File: src/rtl/mmr_pkg.sv
package mmr_pkg;

    localparam int PORT_COUNT    = 5;
    localparam int QUEUE_DEPTH   = 8;
    localparam int TABLE_ENTRIES = 16;

    localparam int QW      = $clog2(QUEUE_DEPTH);
    localparam int TW      = $clog2(TABLE_ENTRIES);
    localparam int QADDR_W = 3 + QW;
    localparam int Q_ENTRIES = PORT_COUNT * QUEUE_DEPTH;
    localparam int QDATA_W = 60;
    localparam int NUM_W   = 13;
    localparam int DEN_W   = 8;

    // Input item codes
    localparam logic [1:0] FUNC_ARRIVE = 2'd0;
    localparam logic [1:0] FUNC_CREDIT = 2'd1;
    localparam logic [1:0] FUNC_TICK   = 2'd2;
    localparam logic [1:0] FUNC_TABLE  = 2'd3;

    // Result kinds
    localparam logic [1:0] KIND_COPY   = 2'd0;
    localparam logic [1:0] KIND_CREDIT = 2'd1;
    localparam logic [1:0] KIND_ERROR  = 2'd2;

    // Error codes
    localparam logic [1:0] ERR_QUEUE_OVF  = 2'd0;
    localparam logic [1:0] ERR_ROUTE_MISS = 2'd1;
    localparam logic [1:0] ERR_CREDIT_OVF = 2'd2;
    localparam logic [1:0] ERR_CREDIT_UNF = 2'd3;

    // Configuration register indexes
    localparam logic [2:0] REG_NODE_ID   = 3'd0;
    localparam logic [2:0] REG_QUEUE_CAP = 3'd1;
    localparam logic [2:0] REG_FLIT_B    = 3'd2;
    localparam logic [2:0] REG_ROUTE_DLY = 3'd3;
    localparam logic [2:0] REG_OUT_DLY   = 3'd4;
    localparam logic [2:0] REG_LINKS     = 3'd5;

    typedef struct packed {
        logic [1:0]  kind;
        logic [2:0]  port;
        logic [15:0] key;
        logic [11:0] bytes;
        logic [7:0]  node;
        logic [15:0] cores;
        logic [1:0]  err;
    } t_res;

    typedef struct packed {
        logic start;
        logic done;
    } t_div_ctl;

    // Table mask bit that selects output port p (local is the top bit)
    function automatic logic [2:0] out_bit(input logic [2:0] p);
        logic [2:0] r;
        if (p == 3'd0) begin
            r = 3'd4;
        end else begin
            r = p - 3'd1;
        end
        return r;
    endfunction

    // Next port index modulo the port count, for values below twice the count
    function automatic logic [2:0] mod_ports(input logic [3:0] v);
        logic [3:0] r;
        if (v >= 4'(PORT_COUNT)) begin
            r = v - 4'(PORT_COUNT);
        end else begin
            r = v;
        end
        return r[2:0];
    endfunction

endpackage

File: src/rtl/multicast_mesh_router_core.sv
// Channel  | Direction | tuser      | tdata (low bit up)                          | tlast
// s_axis   | in        | func       | port,route_key,packet_bytes,credit_count,   | -
//          |           |            | entry_slot,entry_valid,entry_out_mask,      |
//          |           |            | entry_core_mask                             |
// m_axis   | out       | kind       | port_res,route_key_res,packet_bytes_res,    | last
//          |           |            | dest_node,dest_cores,error_code             |
// cfg      | in        | -          | write enable, register index, 8-bit data    | -
//
// Arrivals, credit returns and table writes go through the execute and finish
// states. A tick visits five inputs; each head takes one table slot per cycle
// (up to 16), then a send runs the shared divider and one step per output.
// Results leave through a one-item holding stage and an output register;
// a stalled output halts the sequencer. Reset is synchronous and active low.
module multicast_mesh_router_core (
    input  logic        i_clk,
    input  logic        i_rst_n,
    input  logic        s_axis_tvalid,
    output logic        s_axis_tready,
    input  logic [1:0]  s_axis_tuser,   // func
    input  logic [63:0] s_axis_tdata,   // port, route_key, packet_bytes, credit_count,
                                        // entry_slot, entry_valid, entry_out_mask,
                                        // entry_core_mask
    output logic        m_axis_tvalid,
    input  logic        m_axis_tready,
    output logic [1:0]  m_axis_tuser,   // kind
    output logic [63:0] m_axis_tdata,   // port_res, route_key_res, packet_bytes_res,
                                        // dest_node, dest_cores, error_code
    output logic        m_axis_tlast,
    input  logic        i_cfg_we,
    input  logic [2:0]  i_cfg_addr,
    input  logic [7:0]  i_cfg_wdata
);

    localparam int NP = mmr_pkg::PORT_COUNT;
    localparam int NT = mmr_pkg::TABLE_ENTRIES;
    localparam int QW = mmr_pkg::QW;
    localparam int TW = mmr_pkg::TW;

    localparam logic [3:0] S_IDLE  = 4'd0;
    localparam logic [3:0] S_EXEC  = 4'd1;
    localparam logic [3:0] S_VISIT = 4'd2;
    localparam logic [3:0] S_HEAD  = 4'd3;
    localparam logic [3:0] S_SRCH  = 4'd4;
    localparam logic [3:0] S_CHK   = 4'd5;
    localparam logic [3:0] S_DIV   = 4'd6;
    localparam logic [3:0] S_SEND  = 4'd7;
    localparam logic [3:0] S_CRED  = 4'd8;
    localparam logic [3:0] S_ERR   = 4'd9;
    localparam logic [3:0] S_FIN   = 4'd10;

    // Configuration registers
    logic [7:0] r_node, r_fb, r_rdly, r_odly;
    logic [3:0] r_qcap;
    logic [4:0] r_links;

    // Router state
    logic [3:0]  r_fill [NP];
    logic [QW-1:0] r_head [NP];
    logic [3:0]  r_cred [NP];
    logic [31:0] r_busy [NP];
    logic [31:0] r_cyc;
    logic [2:0]  r_rr;
    logic        r_halt;
    logic        r_tv [NT];
    logic [15:0] r_tkey [NT];
    logic [4:0]  r_tmask [NT];
    logic [15:0] r_tcores [NT];

    // Sequencer state
    logic [3:0]  r_st, n_st;
    logic [1:0]  r_func;
    logic [2:0]  r_port;
    logic [15:0] r_key;
    logic [11:0] r_bytes;
    logic [3:0]  r_cc;
    logic [TW-1:0] r_slot;
    logic        r_ev;
    logic [4:0]  r_emask;
    logic [15:0] r_ecores;
    logic [2:0]  r_step, r_in, r_p;
    logic [TW-1:0] r_t;
    logic [4:0]  r_used;
    logic [15:0] r_hkey;
    logic [11:0] r_hbytes;
    logic [4:0]  r_mask;
    logic [15:0] r_cores;
    logic [13:0] r_dur;
    mmr_pkg::t_res r_eres;

    // Result holding stage and output register
    logic          r_pv, r_ov, r_olast;
    mmr_pkg::t_res r_pend, r_out;

    logic [3:0] eff_cap;
    logic [3:0] cfg_cap;
    logic [3:0] lim;
    logic [4:0] csum;
    logic       out_free, can_push, blocked, res_push;
    logic [2:0] vin;
    logic [mmr_pkg::QDATA_W-1:0] q_rdata, q_wdata;
    logic [mmr_pkg::QADDR_W-1:0] q_waddr, q_raddr;
    logic       q_we;
    logic [QW-1:0] tail;
    mmr_pkg::t_div_ctl div_in, div_out;
    logic [mmr_pkg::NUM_W-1:0] div_q, flits;
    logic [31:0] h_ready;

    assign eff_cap = (r_qcap == 4'd0) ? 4'd1 :
                     (r_qcap > 4'(mmr_pkg::QUEUE_DEPTH)) ? 4'(mmr_pkg::QUEUE_DEPTH) : r_qcap;
    // Capacity as it will be used once the written value lands
    assign cfg_cap = (i_cfg_wdata[3:0] == 4'd0) ? 4'd1 :
                     (i_cfg_wdata[3:0] > 4'(mmr_pkg::QUEUE_DEPTH)) ?
                     4'(mmr_pkg::QUEUE_DEPTH) : i_cfg_wdata[3:0];
    assign lim      = r_links[r_port] ? eff_cap : 4'd0;
    assign csum     = {1'b0, r_cred[r_port]} + {1'b0, r_cc};
    assign out_free = !r_ov || m_axis_tready;
    assign can_push = !r_pv || out_free;
    assign vin      = mmr_pkg::mod_ports({1'b0, r_rr} + {1'b0, r_step});
    assign tail     = r_head[r_port] + r_fill[r_port][QW-1:0];
    assign h_ready  = q_rdata[59:28];
    assign flits    = (div_q == '0) ? mmr_pkg::NUM_W'(1) : div_q;
    assign res_push = (r_st == S_SEND && r_mask[mmr_pkg::out_bit(r_p)] && can_push)
                      || (r_st == S_CRED && can_push) || (r_st == S_ERR && can_push);

    // Queue storage, one row block per input port
    assign q_we    = (r_st == S_EXEC) && !r_halt && (r_func == mmr_pkg::FUNC_ARRIVE)
                     && (r_port < 3'(NP)) && (r_fill[r_port] < eff_cap);
    assign q_waddr = {r_port, tail};
    assign q_wdata = {r_cyc + {24'd0, r_rdly}, r_bytes, r_key};
    assign q_raddr = {vin, r_head[vin]};

    mmr_ram #(
        .WIDTH (mmr_pkg::QDATA_W),
        .DEPTH (mmr_pkg::Q_ENTRIES)
    ) u_queue (
        .i_clk   (i_clk),
        .i_we    (q_we),
        .i_waddr (q_waddr),
        .i_wdata (q_wdata),
        .i_raddr (q_raddr),
        .o_rdata (q_rdata)
    );

    // Shared divider for the flit count
    assign div_in.start = (r_st == S_CHK) && (r_mask != 5'd0) && !blocked;
    assign div_in.done  = 1'b0;

    mmr_div u_div (
        .i_clk   (i_clk),
        .i_rst_n (i_rst_n),
        .i_ctl   (div_in),
        .i_num   (mmr_pkg::NUM_W'({1'b0, r_hbytes} + {5'd0, r_fb} - 13'd1)),
        .i_den   (r_fb),
        .o_ctl   (div_out),
        .o_quo   (div_q)
    );

    // Check that every chosen output can take a copy
    always_comb begin
        blocked = 1'b0;
        for (int p = 0; p < NP; p++) begin
            if (r_mask[mmr_pkg::out_bit(3'(p))]) begin
                if (!r_links[p] || r_cred[p] == 4'd0 || r_busy[p] > r_cyc || r_used[p]) begin
                    blocked = 1'b1;
                end
            end
        end
    end

    // Next state of the sequencer
    always_comb begin
        n_st = r_st;
        unique case (r_st)
            S_IDLE:  n_st = s_axis_tvalid ? S_EXEC : S_IDLE;
            S_EXEC: begin
                if (r_halt) begin
                    n_st = S_FIN;
                end else if (r_func == mmr_pkg::FUNC_TICK) begin
                    n_st = S_VISIT;
                end else if (r_func == mmr_pkg::FUNC_ARRIVE && r_port < 3'(NP)
                             && r_fill[r_port] >= eff_cap) begin
                    n_st = S_ERR;
                end else if (r_func == mmr_pkg::FUNC_CREDIT && r_port < 3'(NP)
                             && csum > {1'b0, lim}) begin
                    n_st = S_ERR;
                end else begin
                    n_st = S_FIN;
                end
            end
            S_VISIT: begin
                if (r_step == 3'(NP)) begin
                    n_st = S_FIN;
                end else if (r_fill[vin] != 4'd0) begin
                    n_st = S_HEAD;
                end
            end
            S_HEAD:  n_st = (h_ready > r_cyc) ? S_VISIT : S_SRCH;
            S_SRCH: begin
                if (r_tv[r_t] && r_tkey[r_t] == r_hkey) begin
                    n_st = S_CHK;
                end else if (r_t == TW'(NT - 1)) begin
                    n_st = S_ERR;
                end
            end
            S_CHK: begin
                if (r_mask == 5'd0) begin
                    n_st = S_CRED;
                end else if (blocked) begin
                    n_st = S_VISIT;
                end else begin
                    n_st = S_DIV;
                end
            end
            S_DIV:   n_st = div_out.done ? S_SEND : S_DIV;
            S_SEND: begin
                if (!r_mask[mmr_pkg::out_bit(r_p)]) begin
                    n_st = (r_p == 3'(NP - 1)) ? S_CRED : S_SEND;
                end else if (can_push) begin
                    if (r_cred[r_p] == 4'd0) begin
                        n_st = S_ERR;
                    end else if (r_p == 3'(NP - 1)) begin
                        n_st = S_CRED;
                    end
                end
            end
            S_CRED:  n_st = can_push ? S_VISIT : S_CRED;
            S_ERR:   n_st = can_push ? S_FIN : S_ERR;
            S_FIN:   n_st = (!r_pv || out_free) ? S_IDLE : S_FIN;
            default: n_st = S_IDLE;
        endcase
    end

    assign s_axis_tready = (r_st == S_IDLE);

    // Control registers
    always_ff @(posedge i_clk) begin
        if (!i_rst_n) begin
            r_st    <= S_IDLE;
            r_node  <= 8'd0;
            r_qcap  <= 4'd8;
            r_fb    <= 8'd32;
            r_rdly  <= 8'd1;
            r_odly  <= 8'd1;
            r_links <= 5'h1F;
            r_cyc   <= '0;
            r_rr    <= '0;
            r_halt  <= 1'b0;
            r_pv    <= 1'b0;
            r_ov    <= 1'b0;
            for (int p = 0; p < NP; p++) begin
                r_fill[p] <= '0;
                r_head[p] <= '0;
                r_busy[p] <= '0;
                r_cred[p] <= 4'(mmr_pkg::QUEUE_DEPTH);
            end
            for (int t = 0; t < NT; t++) begin
                r_tv[t] <= 1'b0;
            end
        end else begin
            r_st <= n_st;

            // Configuration writes; capacity and link changes reload credits
            if (i_cfg_we) begin
                unique case (i_cfg_addr)
                    mmr_pkg::REG_NODE_ID:   r_node <= i_cfg_wdata;
                    mmr_pkg::REG_QUEUE_CAP: begin
                        r_qcap <= i_cfg_wdata[3:0];
                        for (int p = 0; p < NP; p++) begin
                            r_cred[p] <= r_links[p] ? cfg_cap : 4'd0;
                        end
                    end
                    mmr_pkg::REG_FLIT_B:
                        r_fb <= (i_cfg_wdata == 8'd0) ? 8'd1 : i_cfg_wdata;
                    mmr_pkg::REG_ROUTE_DLY:
                        r_rdly <= (i_cfg_wdata == 8'd0) ? 8'd1 : i_cfg_wdata;
                    mmr_pkg::REG_OUT_DLY:
                        r_odly <= (i_cfg_wdata == 8'd0) ? 8'd1 : i_cfg_wdata;
                    mmr_pkg::REG_LINKS: begin
                        r_links <= i_cfg_wdata[4:0];
                        for (int p = 0; p < NP; p++) begin
                            r_cred[p] <= i_cfg_wdata[p] ? eff_cap : 4'd0;
                        end
                    end
                    default: ;
                endcase
            end

            unique case (r_st)
                S_EXEC: begin
                    if (!r_halt) begin
                        unique case (r_func)
                            mmr_pkg::FUNC_ARRIVE: begin
                                if (q_we) begin
                                    r_fill[r_port] <= r_fill[r_port] + 4'd1;
                                end
                            end
                            mmr_pkg::FUNC_CREDIT: begin
                                if (r_port < 3'(NP) && csum <= {1'b0, lim}) begin
                                    r_cred[r_port] <= csum[3:0];
                                end
                            end
                            mmr_pkg::FUNC_TICK: r_cyc <= r_cyc + 32'd1;
                            mmr_pkg::FUNC_TABLE: r_tv[r_slot] <= r_ev;
                            default: ;
                        endcase
                    end
                end
                S_SEND: begin
                    if (r_mask[mmr_pkg::out_bit(r_p)] && can_push
                        && r_cred[r_p] != 4'd0) begin
                        r_cred[r_p] <= r_cred[r_p] - 4'd1;
                        r_busy[r_p] <= r_cyc + {18'd0, r_dur};
                    end
                end
                S_CRED: begin
                    if (can_push) begin
                        r_head[r_in] <= r_head[r_in] + QW'(1);
                        r_fill[r_in] <= r_fill[r_in] - 4'd1;
                        r_rr         <= mmr_pkg::mod_ports({1'b0, r_in} + 4'd1);
                    end
                end
                S_ERR: begin
                    if (can_push) begin
                        r_halt <= 1'b1;
                    end
                end
                default: ;
            endcase

            // Holding stage: a result leaves only once the next is known.
            // The output register drains when taken.
            if (res_push) begin
                if (r_pv) begin
                    r_ov <= 1'b1;
                end else if (r_ov && m_axis_tready) begin
                    r_ov <= 1'b0;
                end
                r_pv <= 1'b1;
            end else if (r_st == S_FIN && r_pv && out_free) begin
                r_ov <= 1'b1;
                r_pv <= 1'b0;
            end else if (r_ov && m_axis_tready) begin
                r_ov <= 1'b0;
            end
        end
    end

    // Payload registers
    always_ff @(posedge i_clk) begin
        if (r_st == S_IDLE && s_axis_tvalid) begin
            r_func   <= s_axis_tuser;
            r_port   <= s_axis_tdata[2:0];
            r_key    <= s_axis_tdata[18:3];
            r_bytes  <= s_axis_tdata[30:19];
            r_cc     <= s_axis_tdata[34:31];
            r_slot   <= s_axis_tdata[35 +: TW];
            r_ev     <= s_axis_tdata[39];
            r_emask  <= s_axis_tdata[44:40];
            r_ecores <= s_axis_tdata[60:45];
        end
        if (r_st == S_EXEC && r_func == mmr_pkg::FUNC_TABLE) begin
            r_tkey[r_slot]   <= r_key;
            r_tmask[r_slot]  <= r_emask;
            r_tcores[r_slot] <= r_ecores;
        end

        unique case (r_st)
            S_EXEC: begin
                r_step <= '0;
                r_used <= '0;
                r_eres <= '{kind: mmr_pkg::KIND_ERROR, port: r_port, key: 16'd0,
                            bytes: 12'd0, node: 8'd0, cores: 16'd0,
                            err: (r_func == mmr_pkg::FUNC_ARRIVE) ?
                                 mmr_pkg::ERR_QUEUE_OVF : mmr_pkg::ERR_CREDIT_OVF};
            end
            S_VISIT: begin
                r_in <= vin;
                r_t  <= '0;
            end
            S_HEAD: begin
                r_hkey   <= q_rdata[15:0];
                r_hbytes <= q_rdata[27:16];
                if (h_ready > r_cyc) begin
                    r_step <= r_step + 3'd1;
                end
            end
            S_SRCH: begin
                r_mask  <= r_tmask[r_t];
                r_cores <= r_tcores[r_t];
                r_t     <= r_t + TW'(1);
                r_eres  <= '{kind: mmr_pkg::KIND_ERROR, port: r_in, key: r_hkey,
                             bytes: r_hbytes, node: 8'd0, cores: 16'd0,
                             err: mmr_pkg::ERR_ROUTE_MISS};
            end
            S_CHK: begin
                r_p <= '0;
                if (r_mask != 5'd0 && blocked) begin
                    r_step <= r_step + 3'd1;
                end
            end
            S_DIV: begin
                r_dur <= {6'd0, r_odly} + {1'b0, flits} - 14'd1;
            end
            S_SEND: begin
                if (!r_mask[mmr_pkg::out_bit(r_p)]) begin
                    r_p <= r_p + 3'd1;
                end else if (can_push) begin
                    r_p       <= r_p + 3'd1;
                    r_used[r_p] <= 1'b1;
                    r_eres    <= '{kind: mmr_pkg::KIND_ERROR, port: r_p, key: 16'd0,
                                   bytes: 12'd0, node: 8'd0, cores: 16'd0,
                                   err: mmr_pkg::ERR_CREDIT_UNF};
                    r_pend    <= '{kind: mmr_pkg::KIND_COPY, port: r_p, key: r_hkey,
                                   bytes: r_hbytes,
                                   node: (r_p == 3'd0) ? r_node : 8'd0,
                                   cores: (r_p == 3'd0) ? r_cores : 16'd0,
                                   err: mmr_pkg::ERR_QUEUE_OVF};
                end
            end
            S_CRED: begin
                if (can_push) begin
                    r_step <= r_step + 3'd1;
                    r_pend <= '{kind: mmr_pkg::KIND_CREDIT, port: r_in, key: 16'd0,
                                bytes: 12'd0, node: 8'd0, cores: 16'd0,
                                err: mmr_pkg::ERR_QUEUE_OVF};
                end
            end
            S_ERR: begin
                if (can_push) begin
                    r_pend <= r_eres;
                end
            end
            default: ;
        endcase

        if (r_st == S_VISIT && r_step != 3'(NP) && r_fill[vin] == 4'd0) begin
            r_step <= r_step + 3'd1;
        end

        // Move the held result to the output register
        if (res_push && r_pv) begin
            r_out   <= r_pend;
            r_olast <= 1'b0;
        end else if (r_st == S_FIN && r_pv && out_free) begin
            r_out   <= r_pend;
            r_olast <= 1'b1;
        end
    end

    assign m_axis_tvalid = r_ov;
    assign m_axis_tuser  = r_out.kind;
    assign m_axis_tlast  = r_olast;
    assign m_axis_tdata  = {7'd0, r_out.err, r_out.cores, r_out.node, r_out.bytes,
                            r_out.key, r_out.port};

endmodule

File: src/rtl/mmr_ram.sv
module mmr_ram #(
    parameter int WIDTH = 8,
    parameter int DEPTH = 16
) (
    input  logic                     i_clk,
    input  logic                     i_we,
    input  logic [$clog2(DEPTH)-1:0] i_waddr,
    input  logic [WIDTH-1:0]         i_wdata,
    input  logic [$clog2(DEPTH)-1:0] i_raddr,
    output logic [WIDTH-1:0]         o_rdata
);

    logic [WIDTH-1:0] r_mem [DEPTH];
    logic [WIDTH-1:0] r_rdata;

    // One write port and one registered read port.
    always_ff @(posedge i_clk) begin
        if (i_we) begin
            r_mem[i_waddr] <= i_wdata;
        end
        r_rdata <= r_mem[i_raddr];
    end

    assign o_rdata = r_rdata;

endmodule

File: src/rtl/mmr_div.sv
module mmr_div (
    input  logic                       i_clk,
    input  logic                       i_rst_n,
    input  mmr_pkg::t_div_ctl          i_ctl,
    input  logic [mmr_pkg::NUM_W-1:0]  i_num,
    input  logic [mmr_pkg::DEN_W-1:0]  i_den,
    output mmr_pkg::t_div_ctl          o_ctl,
    output logic [mmr_pkg::NUM_W-1:0]  o_quo
);

    logic [mmr_pkg::DEN_W-1:0] r_rem;
    logic [mmr_pkg::NUM_W-1:0] r_q;
    logic [mmr_pkg::DEN_W-1:0] r_den;
    logic [3:0]                r_cnt;
    logic                      r_run;
    logic                      r_done;
    logic [mmr_pkg::DEN_W:0]   trial;

    assign trial = {r_rem, r_q[mmr_pkg::NUM_W-1]};

    // Restoring division, one quotient bit per cycle.
    always_ff @(posedge i_clk) begin
        if (!i_rst_n) begin
            r_run  <= 1'b0;
            r_done <= 1'b0;
            r_cnt  <= '0;
        end else begin
            r_done <= 1'b0;
            if (i_ctl.start) begin
                r_run <= 1'b1;
                r_cnt <= '0;
                r_rem <= '0;
                r_q   <= i_num;
                r_den <= i_den;
            end else if (r_run) begin
                if (trial >= {1'b0, r_den}) begin
                    r_rem <= mmr_pkg::DEN_W'(trial - {1'b0, r_den});
                    r_q   <= {r_q[mmr_pkg::NUM_W-2:0], 1'b1};
                end else begin
                    r_rem <= trial[mmr_pkg::DEN_W-1:0];
                    r_q   <= {r_q[mmr_pkg::NUM_W-2:0], 1'b0};
                end
                r_cnt <= r_cnt + 4'd1;
                if (r_cnt == 4'(mmr_pkg::NUM_W - 1)) begin
                    r_run  <= 1'b0;
                    r_done <= 1'b1;
                end
            end
        end
    end

    assign o_ctl.start = r_run;
    assign o_ctl.done  = r_done;
    assign o_quo       = r_q;

endmodule

File: config.mk
export PLATFORM = sky130hd
export DESIGN_NAME = multicast_mesh_router_core
export DESIGN_NICKNAME = d
export VERILOG_FILES = /design/src/rtl/mmr_pkg.sv /design/src/rtl/multicast_mesh_router_core.sv /design/src/rtl/mmr_ram.sv /design/src/rtl/mmr_div.sv
export SDC_FILE = /design/constraint.sdc
export NUM_CORES = 2
export LEC_CHECK = 0
export BUFFER_PORTS_ARGS = -buffer_cell sky130_fd_sc_hd__buf_2
export CORE_MARGIN = 3
export CORE_UTILIZATION = 34
export DETAILED_ROUTE_END_ITERATION = 8
export PLACE_DENSITY = 0.5
export SYNTH_ARGS = -nofsm -noshare
export SYNTH_HDL_FRONTEND = slang
export SYNTH_SLANG_ARGS = --single-unit
File: constraint.sdc
create_clock -name i_clk -period 7.2 [get_ports i_clk]
set_input_delay 1.44 -clock i_clk [delete_from_list [all_inputs] [get_ports i_clk]]
set_output_delay 1.44 -clock i_clk [all_outputs]
set_load 0.005 [all_outputs]
**Word-level counts from Yosys, hierarchy flattened**

Memories as Yosys holds them, arrays and structs flattened. A register that Yosys moved wholly into a read port is not among the register bits.
Index checks and enable logic that the tools add are counted.

- Muxes and demuxes: 177
- $add $sub $neg: 23
- Bitwise gates (word level): 14
- $lt $le $gt $ge: 22
- Eq/ne operators: 35
- Reductions and logical operators: 109

Operators by type and width:

| cell | number |
|---|---|
| two-way mux 59 bit | 8 |
| one-hot mux 59 bit (3 select lines) | 2 |
| greater-than comparator 32 bit | 6 |
| two-way mux 4 bit | 45 |
| two-way mux 3 bit | 25 |
| two-way mux 1 bit | 72 |
| one-hot mux 4 bit (11 select lines) | 1 |
| logical NOT 4 bit | 10 |
| two-way mux 13 bit | 3 |
| adder 32 x 1 -> 32 bit, second input constant | 1 |
| adder 32 x 14 -> 32 bit | 1 |
| adder 32 x 8 -> 32 bit | 1 |
| two-way mux 32 bit | 1 |
| two-way mux 8 bit | 4 |
| OR reduction 32 bit | 1 |
| logical AND 1 bit | 28 |
| AND reduction 2 bit | 11 |
| == test 4 bit, second input constant | 5 |
| < comparator 3 x 4 -> 1 bit, second input constant | 5 |
| logical OR 1 bit | 19 |
| == test 16 bit | 1 |
| == test 4 x 3 -> 1 bit, second input constant | 4 |
| two-way mux 16 bit | 1 |
| inequality test 3 bit, second input constant | 5 |
| other kinds (63) | 120 |

- Output and inout port bits: 69
- Word-level logic and storage cells: 446
- Memory bits (writable): 3223
- Register bits: 419
- Input bits: 82
- Memories: 9

Memory list:

| memory | words | bits a word | read ports | clocked after Yosys merged registers in | wr ports | RTL line | text |
|---|---|---|---|---|---|---|---|
| u_queue.r_mem | 40 | 60 | 1 | 1 | 1 | mmr_ram.sv:13 | `logic [WIDTH-1:0] r_mem [DEPTH];` |
| r_tcores | 16 | 16 | 1 | 1 | 1 | multicast_mesh_router_core.sv:67 | `logic [15:0] r_tcores [NT];` |
| r_tkey | 16 | 16 | 1 | 1 | 1 | multicast_mesh_router_core.sv:65 | `logic [15:0] r_tkey [NT];` |
| r_busy | 5 | 32 | 5 | 0 | 5 | multicast_mesh_router_core.sv:60 | `logic [31:0] r_busy [NP];` |
| r_tmask | 16 | 5 | 1 | 1 | 1 | multicast_mesh_router_core.sv:66 | `logic [4:0] r_tmask [NT];` |
| r_cred | 5 | 4 | 7 | 2 | 6 | multicast_mesh_router_core.sv:59 | `logic [3:0] r_cred [NP];` |
| 3 more memories | -- | -- | -- | -- | -- | -- |  |

**Longest topological paths before layout**

An unclocked memory read counts as a cell.

- Depth in word-level cells: 19
- Mapped depth: 19
- Mapped depth without buffers: 19

**Cells and area by module**

A second synthesis with hierarchy kept.

- Cells, all modules: 8141
- Area, all modules: 151639.2 um^2

Modules (own cells, without submodules):

| module | seq. area each (um^2) | cells an instance | area an instance (um^2) | times used |
|---|---|---|---|---|
| mmr_ram | 73270.3 | 3866 | 92451.2 | 1 |
| multicast_mesh_router_core | 36344.9 | 4122 | 57258.7 | 1 |
| mmr_div | 991.0 | 153 | 1929.4 | 1 |

**Worst setup path after synthesis**

Ideal clock, no wire load.

- Kind: register to register
- Start point: reg with a tool-made name
- End point: mem u_queue.r_mem[39][0] (netlist bit), enable pin
- Required time: 6722 ps
- Path slack: 722 ps
- Stages on the path, launching flop included: 10
- Path buffers: 2
- Setup time: 478 ps
- Clock period less this slack: 6478 ps
- Arrival time: 6000 ps
- Cell sequence: dfxtp_1 clkbuf_1 buf_1 mux4_2 mux2_2 ha_1 fa_1 xnor2_1 nand3_1 nor2_1

RTL lines:

| element | RTL line |
|---|---|
| to (decl) | mmr_ram.sv:13 |

**Worst setup path in the final report**

- Start point: reg r_step[0]
- End point: reg u_queue.r_rdata[58] (netlist: u_queue.o_rdata[58]) (read register of u_queue.r_mem)

- Cells in the longest elaborated chain, start to end: 4
- Elaborated cells on any way between the ends: 5
- Classes of those cells: add/sub (2); order compare (1); mux (1); memory (1)

Ends and longest elaborated chain:

| element | RTL line | text |
|---|---|---|
| from (decl) | multicast_mesh_router_core.sv:80 | `logic [2:0] r_step, r_in, r_p;` |
| from (signal assigned) | multicast_mesh_router_core.sv:384 | `r_step <= r_step + 3'd1;` |
| from (signal assigned) | multicast_mesh_router_core.sv:398 | `r_step <= r_step + 3'd1;` |
| from (signal assigned) | multicast_mesh_router_core.sv:422 | `r_step <= r_step + 3'd1;` |
| adder 3 x 3 -> 4 bit (*) | multicast_mesh_router_core.sv:118 | `assign vin = mmr_pkg::mod_ports({1'b0, r_rr} + {1'b0, r_step});` |
| greater-or-equal comparator 4 x 3 -> 1 bit / subtractor 3 bit (equally long branches) | mmr_pkg.sv:69, mmr_pkg.sv:70 |  |
| two-way mux 3 bit (*) | mmr_pkg.sv:69 | `if (v >= 4'(PORT_COUNT)) begin` |
| named net q_raddr, one bit | multicast_mesh_router_core.sv:101 | `logic [mmr_pkg::QADDR_W-1:0] q_waddr, q_raddr;` |
| memory (5 x 3 bit) | -- |  |
| to (decl) | mmr_ram.sv:14 | `logic [WIDTH-1:0] r_rdata;` |

Mark *: on every way through the listed nets, which the timed path passes. The rest lies on a longest branch.
A chain may end at the register's enable or synchronous reset.

==> impl_metrics.ini <==
[outcome]
outcome = complete, no violations

[power_and_ir_drop]
vdd_drop_max_mv = 0.8222
total_power_w = 0.08812
p_leak_nw = 59.76
power.density_mw_per_mm2 = 501.5

[timing]
drv_slew = 0
setup_tns_ns = 0
finalSetupViolations = 0
holdWs_ns = 0.4016
fmax_mhz = 162.4
final_hold_viol_count = 0
slew_headroom = 0.1025
min_period_ns = 6.158
rsz0062_at_grt = false
min_period_over_period = 0.8552
tightest_slew_ns = 1.346
finalClockSkew_ns = 0.1018

[setup_path]
cp.arrival_ns = 7.01
worstSetupStartpointType = flip-flop
slowest_stage = a2111oi_0
cpMostUsedCell = buf_4
cp-end-kind = flip-flop
criticalPathCategory = reg -> reg
path_cells = ha_1 -> fa_1 -> buf_4 -> inv_1 -> ha_1 -> nand2b_1 -> a211oi_4 -> buf_4 -> mux2i_1 -> buf_4 -> o311ai_1 -> a221o_4 -> nand2_1 -> a32oi_1 -> a31oi_1 -> a2111oi_0 -> or3_1
worst_ep_required_time_ns = 8.05
crit_fanout = 31
critPathMaxStageDelay_ns = 1.00

[synth]
async_flop_share = 0
ys_warn_count = 0
syn_area_per_cell_um2 = 14.54
synth_cells = 10500
synth_cell_types = 87
synth.ff_latch_count = 3743
synth_edf_count = 3564
synth-main-ff-cell = edfxtp_1
ys_seq_area_frac = 0.7241
syn_area_mm2 = 0.1528

[cts]
path_clk_slew_ns = 0.07
htree_levels = 5
cts_resized = 0
clk-insertion-delay-late_ns = 1.01
cts_hold_buffers = 0
cts_setup_buffers = 0
cts_tree = built
cts_max_path_buffers = 4
cts_inserted_buffers = 401
cts_sinks = 3743
clockRootBuffer = clkbuf_16

[placement]
place.gp.congestion = 0.8277
dp_hpwl_um = 258400
io_buffers = 140

[routing]
ant_nets = 0
firstDrtPassIters = 7
wl_per_cell_um = 27.00
drt_wl_total_um = 459500
via_per_inst = 5.446
drt-initial-drc-count = 9377
drc = 0
num_vias = 92680

[finish]
drive_above_1_share = 0.1295
final_nets = 11130
area_delta_synth_final_pct = 15.03

[floorplanning]
die_h_um = 676.3
start_util = 0.3423
ioPinCount = 151
fp.dieW_um = 676.3
rows = 245
core_area_mm2 = 0.4463
die_area_mm2 = 0.4574

[global_route]
grt_pass1_vias = 90790
grt_pass1_wl_um = 654800
grt_usage = 0.1944
antenna_found_initial = 22
grt_max_degree = 124
grt_overflow_total = 0

[flow_run]
maxCapViolations = 0

[worst_hold_path]
hold_path.class = reg -> reg
-- final cells by class --
cell class,instances,area [µm²]
fillers,41090,270600
flip-flops and latches,3743,110600
multi-input cells,5954,39750
clock buffers,500,10480
well taps,5928,7417
repair buffers,447,4089
clock inverters,239,2619
inverters,196,738.2
diodes,11,27.53
-- placed cells by master, fill, tap and decap left out, drive strengths merged, types with 118 or more instances in the layout --
cell type / instances
ha: 295
mux2i: 315
clkinv: 190
nand3: 360
xnor2: 118
a211oi: 136
a21oi: 179
dfxtp: 179
inv: 202
buf: 447
mux4: 172
o21ai: 229
edfxtp: 3564
and3: 297
clkbuf: 500
a311oi: 120
nor2: 426
a31oi: 132
nand4: 226
nand2: 1942
-- kinds of logic (layout without fill, tap and decap cells) --
kind of cell,after synthesis,in the layout,synth area share
DFF,3743,3743,0.7241
and+or+nand+nor,3490,3490,0.1012
AOI/OAI and AO/OA,1418,1418,0.06574
buffers and inverters,813,1382,0.02165
muxes,596,596,0.05403
adders and majority gates,303,303,0.02521
xor gates and xnor gates,140,140,0.008125
other,1,18,0.00002455
-- per-layer routing --
metal	share of wire	wire (µm)	GRT usage
met5	0.00010	46	0
met4	0.026	11830	0.05154
met3	0.065	29780	0.02635
met2	0.47	213800	0.3131
met1	0.44	204000	0.2765
-- path summary, 6_finish.rpt --
kind | startpoint | endpoint | slack, ns | cells after the start
setup / recovery | r_step[0] | u_queue.o_rdata[58] | 1.04 | 17
hold / removal | u_queue.o_rdata[1] | r_hkey[1] | 0.40 | 0
setup reg to reg | r_step[0] | u_queue.o_rdata[58] | 1.04 | 17
hold reg to reg | u_queue.o_rdata[1] | r_hkey[1] | 0.40 | 0
-- synthesized netlist by cell type (all sizes together) (28+ instances only) --
| cell type | n | area, µm² |
|---|---|---|
| o2111ai | 66 | 578.1 |
| a32oi | 61 | 534.3 |
| nor2b | 40 | 250.2 |
| nand2b | 28 | 175.2 |
| a21o | 57 | 427.9 |
| ha | 295 | 3691 |
| nand3 | 360 | 1802 |
| a31oi | 132 | 825.8 |
| mux2 | 109 | 1227 |
| a211oi | 136 | 1033 |
| mux4 | 172 | 3874 |
| xnor2 | 118 | 1041 |
| a31o | 59 | 516.7 |
| a21oi | 179 | 895.9 |
| dfxtp | 179 | 3583 |
| nand2 | 1942 | 7289 |
| a2bb2oi | 59 | 516.8 |
| nand4 | 226 | 1414 |
| clkbuf | 413 | 1551 |
| buf | 204 | 1020 |
| inv | 192 | 720.7 |
| a221oi | 89 | 785.8 |
| nor2 | 426 | 1599 |
| o22ai | 80 | 500.5 |
| nor3 | 57 | 285.3 |
| o21ai | 229 | 1146 |
| a311oi | 120 | 1051 |
| and3 | 297 | 1858 |
| mux2i | 315 | 3153 |
| edfxtp | 3564 | 107000 |
-- registers in the layout (all words and copies together), names as in the netlist, 12 cells and up, named ones only --
register         flops
r_key               16
r_ecores            16
r_hkey              16
r_dur               14
r_cyc               32
r_hbytes            12
r_tv                16
r_bytes             12
r_cores             16
m_axis_tdata        57
r_eres              33
r_cred              32
u_queue.o_rdata     60
r_pend              59
r_fill              32
r_tkey             256
u_div.o_quo         13
r_tmask             80
r_head              24
r_tcores           256
r_busy             160
u_queue.r_mem     2400
-- critical path, delay by kind of cell, from the launching register on --
kind / cells / cell delay [ns]
compound gates: 6 / 3.03
fa+ha+maj: 3 / 1.03
buf+inv: 4 / 0.83
flops: 1 / 0.45
mux: 1 / 0.17
simple gates: 3 / 0.54
-- through the flow --
step	utilization	cell area [µm²]	instances	worst slack (ns)
after floorplan	-	152800	10510	0.7218
after global placement	0.3642	162600	16270	1.291
after detailed placement	0.3642	162600	16270	1.254
after CTS	0.3936	175700	17010	1.217
after global routing	0.3937	175700	17010	0.9111
final	0.3937	175700	17020	1.042
-- where the power goes --
group | total, W | switching [W] | internal, W
Combinational | 0.0412 | 0.0280 | 0.0131
Sequential | 0.0264 | 0.00115 | 0.0252
Clock | 0.0206 | 0.00867 | 0.0119
Total | 0.0881 | 0.0379 | 0.0503
Note: power is estimated with default switching activity, not from simulation.
